## src/hdl/bpc_pkg.sv

```systemverilog
package bpc_pkg;

   // Fixed-point format of the scaled samples and the Horner terms
   localparam int Q_FRAC     = 24;
   localparam int HALF_Q     = 1 << (Q_FRAC - 1);
   localparam int P_W        = 32;  // scaled pressure / temperature
   localparam int RECIP_W    = 32;  // unsigned reciprocal, top bit always clear
   localparam int RAW_PORT_W = 24;  // raw field width on the bus

   // Temperature output: c0*128 + round(c1*t / 2^16)
   localparam int TEMP_W       = 26;
   localparam int TEMP_SHIFT   = 16;
   localparam int HALF_T       = 1 << (TEMP_SHIFT - 1);
   localparam int TEMP_C0_SHFT = 7;

   // Pressure output: round(sum / 2^18), saturated to 40 bits
   localparam int PRES_W     = 40;
   localparam int PRES_SHIFT = 18;
   localparam int HALF_P     = 1 << (PRES_SHIFT - 1);
   localparam logic signed [PRES_W-1:0] PRES_MAX = {1'b0, {(PRES_W-1){1'b1}}};
   localparam logic signed [PRES_W-1:0] PRES_MIN = {1'b1, {(PRES_W-1){1'b0}}};

   // Datapath widths of the polynomial pipeline
   localparam int MA_W  = 16 + P_W;            // c30*p, c21*p
   localparam int MT_W  = 12 + P_W;            // c1*t
   localparam int A1_W  = 48;                  // first Horner term
   localparam int MH1_W = (A1_W - Q_FRAC) + P_W;
   localparam int ML_W  = (Q_FRAC + 1) + P_W;  // low part times p or t
   localparam int A2_W  = 52;                  // second Horner term
   localparam int MH2_W = (A2_W - Q_FRAC) + P_W;
   localparam int A3_W  = 56;                  // final products
   localparam int SUM_W = 58;

   // Configuration register indexes
   localparam int CSR_IDX_W = 3;
   localparam int CSR_DAT_W = 32;
   localparam logic [CSR_IDX_W-1:0] REG_TEMP_OFFSET_GAIN = 3'd0;
   localparam logic [CSR_IDX_W-1:0] REG_PRESSURE_OFFSET  = 3'd1;
   localparam logic [CSR_IDX_W-1:0] REG_PRESSURE_LINEAR  = 3'd2;
   localparam logic [CSR_IDX_W-1:0] REG_CROSS_TERMS      = 3'd3;
   localparam logic [CSR_IDX_W-1:0] REG_QUADRATIC_TERMS  = 3'd4;
   localparam logic [CSR_IDX_W-1:0] REG_CUBIC_TERM       = 3'd5;
   localparam logic [CSR_IDX_W-1:0] REG_OVERSAMPLING_SEL = 3'd6;

   typedef logic signed [P_W-1:0] sample_type;

   // Unpacked compensation coefficients
   typedef struct packed {
      logic signed [11:0] c0;
      logic signed [11:0] c1;
      logic signed [19:0] c00;
      logic signed [19:0] c10;
      logic signed [15:0] c01;
      logic signed [15:0] c11;
      logic signed [15:0] c20;
      logic signed [15:0] c21;
      logic signed [15:0] c30;
   } coef_type;

   // round(2^48 / scale factor) for each oversampling code
   function automatic logic [RECIP_W-1:0] recip(input logic [2:0] code);
      logic [RECIP_W-1:0] r;
      case (code)
         3'd0: r = 32'd536870912;
         3'd1: r = 32'd178956971;
         3'd2: r = 32'd76695845;
         3'd3: r = 32'd35791394;
         3'd4: r = 32'd1108378657;
         3'd5: r = 32'd545392673;
         3'd6: r = 32'd270549121;
         3'd7: r = 32'd134744072;
         default: r = '0;
      endcase
      return r;
   endfunction

endpackage

```

## src/hdl/bpc_scale.sv

```systemverilog
module bpc_scale #(
   parameter int RAW_WIDTH = 24
) (
   input  logic                  clock,
   input  logic                  reset,
   input  logic                  en_i,
   input  logic                  valid_i,
   input  logic [23:0]           raw_p_i,
   input  logic [23:0]           raw_t_i,
   input  logic [2:0]            osr_p_i,
   input  logic [2:0]            osr_t_i,
   output logic                  valid_o,
   output bpc_pkg::sample_type   p_o,
   output bpc_pkg::sample_type   t_o
);
   import bpc_pkg::*;

   localparam int PROD_W = RAW_WIDTH + RECIP_W;

   logic signed [RAW_WIDTH-1:0] rp, rt;
   logic signed [RECIP_W-1:0]   recip_p, recip_t;
   logic signed [PROD_W-1:0]    prod_p_in, prod_t_in, prod_p_ff, prod_t_ff;
   logic signed [PROD_W-1:0]    rnd_p, rnd_t;
   sample_type                  p_ff, t_ff;
   logic                        v1_ff, v2_ff;

   // Sign-extend from the configured raw width
   assign rp = raw_p_i[RAW_WIDTH-1:0];
   assign rt = raw_t_i[RAW_WIDTH-1:0];

   // Stage 1: multiply by the reciprocal of the oversampling factor
   assign recip_p   = signed'(recip(osr_p_i));
   assign recip_t   = signed'(recip(osr_t_i));
   assign prod_p_in = PROD_W'(rp * recip_p);
   assign prod_t_in = PROD_W'(rt * recip_t);

   // Stage 2: round half up back to Q24
   assign rnd_p = (prod_p_ff + PROD_W'(HALF_Q)) >>> Q_FRAC;
   assign rnd_t = (prod_t_ff + PROD_W'(HALF_Q)) >>> Q_FRAC;

   always_ff @(posedge clock) begin
      if (reset) begin
         v1_ff <= 1'b0;
         v2_ff <= 1'b0;
      end else if (en_i) begin
         v1_ff <= valid_i;
         v2_ff <= v1_ff;
      end
   end

   always_ff @(posedge clock) begin
      if (en_i) begin
         prod_p_ff <= prod_p_in;
         prod_t_ff <= prod_t_in;
         p_ff      <= rnd_p[P_W-1:0];
         t_ff      <= rnd_t[P_W-1:0];
      end
   end

   assign valid_o = v2_ff;
   assign p_o     = p_ff;
   assign t_o     = t_ff;

endmodule

```

## config.mk

```make
export PLATFORM = sky130hd
export DESIGN_NAME = bpc_scale
export DESIGN_NICKNAME = d
export VERILOG_FILES = /design/src/hdl/bpc_pkg.sv /design/src/hdl/bpc_scale.sv
export SDC_FILE = /design/constraint.sdc
export NUM_CORES = 2
export LEC_CHECK = 0
export ABC_AREA = 1
export BUFFER_PORTS_ARGS = -buffer_cell sky130_fd_sc_hd__buf_4
export CAP_MARGIN = 20
export CORE_MARGIN = 4
export CORE_UTILIZATION = 32
export DETAILED_ROUTE_END_ITERATION = 10
export GPL_TIMING_DRIVEN = 0
export PLACE_DENSITY = 0.44
export SYNTH_ARGS = -nofsm -noshare
export SYNTH_HDL_FRONTEND = slang
export SYNTH_SLANG_ARGS = --single-unit
```

## constraint.sdc

```tcl
create_clock -name clock -period 11 [get_ports clock]
set_clock_uncertainty 0.2 [all_clocks]
set_input_delay 2.2 -clock clock [delete_from_list [all_inputs] [get_ports clock]]
set_output_delay 2.2 -clock clock [all_outputs]
set_load 0.01 [all_outputs]
```

=== Word level (Yosys, flattened, before mapping) ===
Memory sizes are Yosys's and may differ from the RTL's.
Cells that the tools add are included.

* Add/sub/neg operators: 2
* Multipliers: 2

{| class="wikitable"
|+ Operators with widths
! cell !! number
|-
| 56-bit by 25-bit adder with 56-bit output (second input constant) || 2
|-
| 24-bit by 32-bit multiplier with 56-bit output || 2
|}

* Word-level logic and storage cells: 12
* Memories kept: 2
* ROM bits: 384
* Output and inout bits: 65
* Bits in registers: 178
* Input port bits: 58

{| class="wikitable"
|+ Memories
! name !! depth !! bits a word !! read ports !! clocked after Yosys merged registers in !! write ports !! line !! text
|-
| (name not given) || 8 || 24 || 1 || 0 || 0 || bpc_pkg.sv:63 || <nowiki>case (code)</nowiki>
|-
| (name not given) || 8 || 24 || 1 || 0 || 0 || bpc_pkg.sv:63 ||
|}

=== Depth between registers and ports, before layout ===
An unclocked memory read counts as a cell.

* Depth in word-level cells: 2
* Mapped depth: 36
* Mapped depth without buffers: 34

=== Least setup slack after synthesis ===
Ideal clock, no wire load.

* Kind: input to register
* From: in osr_p_i[1]
* To: reg prod_p_ff[48], data pin
* Library setup time: 0.252 ns
* Required time: 10.548 ns
* Buffers on the path: 1
* Path slack: 2.266 ns
* Stages on the path: 27
* Arrival time: 8.281 ns
* Cell sequence: inv_1 > ha_1 > or2_2 > o21ai_1 > clkbuf_1 > nor2_1 > fa_1 > inv_1 > fa_1 > inv_1 > fa_1 > fa_1 > fa_1 > fa_1 > inv_1 > fa_1 > inv_1 > ha_1 > nand2_1 > a21oi_1 > nor2_1 > o21ai_0 > o21bai_1 > nand3_1 > and2_0 > nand3_1 > nand2_1

* Cells in the longest elaborated chain, start to end: 2

{| class="wikitable"
|+ RTL lines
! element !! line !! text
|-
| start, declared || bpc_scale.sv:10 || <nowiki>input logic [2:0] osr_p_i,</nowiki>
|-
| memory 8 x 24 bit || -- ||
|-
| 24-bit by 32-bit multiplier with 56-bit output || bpc_scale.sv:34 || <nowiki>assign prod_p_in = PROD_W'(rp * recip_p);</nowiki>
|-
| via prod_p_in[48] || bpc_scale.sv:22 || <nowiki>logic signed [PROD_W-1:0] prod_p_in, prod_t_in, prod_p_ff, prod_t_ff;</nowiki>
|-
| end signal, assigned || bpc_scale.sv:53 || <nowiki>prod_p_ff <= prod_p_in;</nowiki>
|-
| end, declared || bpc_scale.sv:22 ||
|}

The timed path passes the listed nets, and every way through them passes these cells.
A chain may end at the register's enable or synchronous reset.

=== Worst setup path in the final report ===
* From: in osr_p_i[0]
* To: reg prod_p_ff[41], data pin

The elaborated chain is that of the path after synthesis.

==> reports/metrics.csv <==
stage,metric,value,unit
floorplanning,die area,159000,um^2
global_routing,Total GRT Usage,24.2,%
final_layout,register area,3940,um^2
drt,DRT Wirelength,190000,um
logic_synthesis,Synth warnings,0,
logic_synthesis,asr flop ratio synth,0,%
logic_synthesis,sequential element share of the synthesized area,8.07,%
final_layout,Multi-input gate area,37600,um^2
worst_setup_path,RR Startpoint,prod_t_ff[24]$_DFFE_PP_,
placed_design,GP Congestion,0.966,
logic_synthesis,Synth Net Count,7629,
logic_synthesis,Syn Std Cell Area,48900,um^2
worst_setup_path,CP Buf/Inv Count,10,
final_layout,layout cell share with drive strength beyond 1,3.26,%
worst_setup_path,WP data arrival,10.70,ns
floorplanning,die span in x,399,um
final_layout,# nets final,7774,
cts,CTS tree,built,
global_routing,Congestion Overflow GR,0,
logic_synthesis,dominant synthesized flop cell,edfxtp_1,
logic_synthesis,"EDFF count, synth",130,
final_layout,Fill cells,16300,
worst_setup_path,Critical Path Slowest Stage Cell,inv_1,
worst_setup_path,Slowest Stage Delay on Critical Path,0.66,ns
drt,Detailed Route Iter0 Violations,3119,
worst_setup_path,crit path capture type,register,
cts,root buf cell,clkbuf_16,
timing,Final Slew Violations,0,
placed_design,detailed placement HPWL,171000,um
drt,TritonRoute pass-1 iters,5,
floorplanning,overall die height,399,um
worst_setup_path,CP Class,in -> reg,
timing,final cycle utilization of the critical path,97.6,%
worst_setup_path,worst endpoint required time,10.97,ns
final_layout,Finished Layout Cells,8096,
drt,average wire per standard cell,23.5,um
cts,"Reg clk slew, reported paths",0.06,ns
logic_synthesis,Avg Inst Size Synth,8.27,um^2
worst_setup_path,Setup crit start kind,input port,
logic_synthesis,number of synthesized register bits,132,
global_routing,first-pass GRT wire length,279000,um
worst_setup_path,CP Max Fanout,10,
final_layout,area grow syn2layout,8.42,%
drt,Vias,38500,
floorplanning,FP Rows,143,
logic_synthesis,"top cells by area, synth","fa_1, ha_1, inv_1",
cts,Inserted Clock Buffers,17,
timing,Max-slew headroom,19.4,%
logic_synthesis,Post-Syn Instances,5908,
timing,slew of the pin with the lowest slew margin,1.20,ns
drt,via/cell ratio,4.76,
timing,Final setup viols,0,
worst_setup_path,CP Launch Point,osr_p_i[0],
worst_hold_path,hold_sp,v1_ff$_SDFFE_PP0P_,
timing,Fmax,93.2,MHz
global_routing,initial antenna violation count,1,
global_routing,largest net degree at the start of global routing,86,
worst_setup_path,family with the most delay on the worst path,adder cells,
global_routing,vias in the first global route,40900,
flow_run,MaxCap Viol Count,0,
floorplanning,core area,152000,um^2
timing,min Tclk post-route,10.73,ns
logic_synthesis,Synth cell types,42,
floorplanning,IO Count,123,
placed_design,I/O Buffers,122,
drt,antenna-violating nets left,0,
final_layout,n_diodes,0,
logic_synthesis,post-synth top area share,38.7,%
timing,Hold Fails Final Rpt,0,
cts,worst skew pair latency,0.42,ns
cts,CTS H-Tree Depth,4,
drt,DRC Markers,0,
timing,RSZ-0062 raised after global routing,false,
worst_hold_path,min-delay worst type,reg -> reg,
cts,CTS Buffer Depth,2,
placed_design,Placed Instances,8063,
floorplanning,Starting Density,32.2,%
run_status,status,"complete, no violations",
cts,hold buffers post-CTS,0,
logic_synthesis,post-synth top area cell,fa_1,
worst_setup_path,CP dominant cell by count,inv_1,
cts,Clock Sinks,132,
[layout make-up]
class	instances	area share, %
Timing Repair Buffer	126	1.84
Buffer	90	0.645
Inverter	1870	13.2
Clock buffer	17	0.803
Tap cell	2030	4.79
Multi-Input combinational cell	3816	70.9
Sequential cell	132	7.44
Clock inverter	15	0.298
[kinds of logic after synthesis]
group	after synthesis	synth area share (%)
flip-flops	132	8.07
adder cells (fa/ha/maj)	1663	57.1
AO/OA/AOI/OAI	336	3.82
XOR/XNOR	112	2.01
buffers and inverters	1960	15.1
AND/OR/NAND/NOR	1705	14.0
[path summary, 6_finish.rpt]
kind | end | cells after the start | slack [ns]
max | prod_p_ff[41]$_DFFE_PP_ | 29 | 0.27
min | valid_o$_SDFFE_PP0P_ | 2 | 0.27
max reg2reg | t_o[31]$_DFFE_PP_ | 7 | 8.63
min reg2reg | valid_o$_SDFFE_PP0P_ | 2 | 0.27
[metrics by stage]
step / utilization [%] / setup WS (ns) / hold slack, ns / area [um^2] / setup TNS, ns
2_1_floorplan: - / 2.27 / 0.230 / 48900 / 0
5_1_grt: 34.9 / 0.0408 / 0.280 / 53000 / 0
3_5_place_dp: 34.5 / -0.171 / 0.255 / 52400 / -1.64
4_1_cts: 34.9 / 0.278 / 0.261 / 53000 / 0
3_3_place_gp: 34.4 / -0.695 / 0.234 / 52300 / -16.08
6_report: 34.9 / 0.265 / 0.266 / 53000 / 0
[layout by cell type, fill, tap and decap left out, types with 3 or more instances in the layout]
master,count
a31oi_1,23
xor2_1,64
nand4_1,22
nor4_1,3
ha_1,719
clkbuf_16,17
inv_1,1846
a21boi_0,7
inv_6,3
o21ai_0,74
buf_4,123
nand3_2,5
nand2_1,634
inv_2,9
fa_1,944
o21a_1,8
nor2_1,887
a21o_1,19
a21oi_2,3
clkinv_1,17
nand3_1,93
nor3_2,3
nor3_1,36
clkbuf_1,77
buf_1,10
nor4_2,5
a21oi_1,166
edfxtp_1,130
xnor2_1,48
or2_2,3
clkinv_4,5
o21bai_1,27
nor2_2,3
nor3_4,3
o21ai_1,6
[sequential cells by signal, summed over array words and instances (netlist names)]
| name | count |
|---|---|
| t_o | 32 |
| prod_t_ff | 33 |
| v1_ff | 1 |
| prod_p_ff | 33 |
| p_o | 32 |
| valid_o | 1 |
[layer usage]
layer / up-vias / global-route usage, % / wire [um]
li1: 17600 / - / -
met1: 19500 / 34.9 / 88500
met2: 1242 / 38.3 / 84500
met3: 197 / 3.06 / 11700
met4: 0 / 6.09 / 5580
met5: - / 0 / 0
[synth_stat cells (9+ instances only)]
master and n:
inv_1 1846, a21oi_1 169, a21o_1 19, nand4_1 22, nor3_1 36, ha_1 719, buf_1 10, clkbuf_1 78
o21ai_0 74, xnor2_1 48, nand2_1 634, o21bai_1 27, inv_2 9, xor2_1 64, nor2_1 887, a31oi_1 23
edfxtp_1 130, fa_1 944, nand3_1 93, clkinv_1 15
[tightest hold or removal path: stages (launching register included)]
cell	delay, ns
dfxtp_1	0.31
nand2_1	0.06
a21oi_1	0.06
[timing repair]
action                     CTS  global route
buffers inserted             0             0
resized for setup            0             3
setup endpoints to repair    0            11
Power is not shown: default switching activity piles up to over one toggle a cycle in this logic, so the estimate is an artifact.
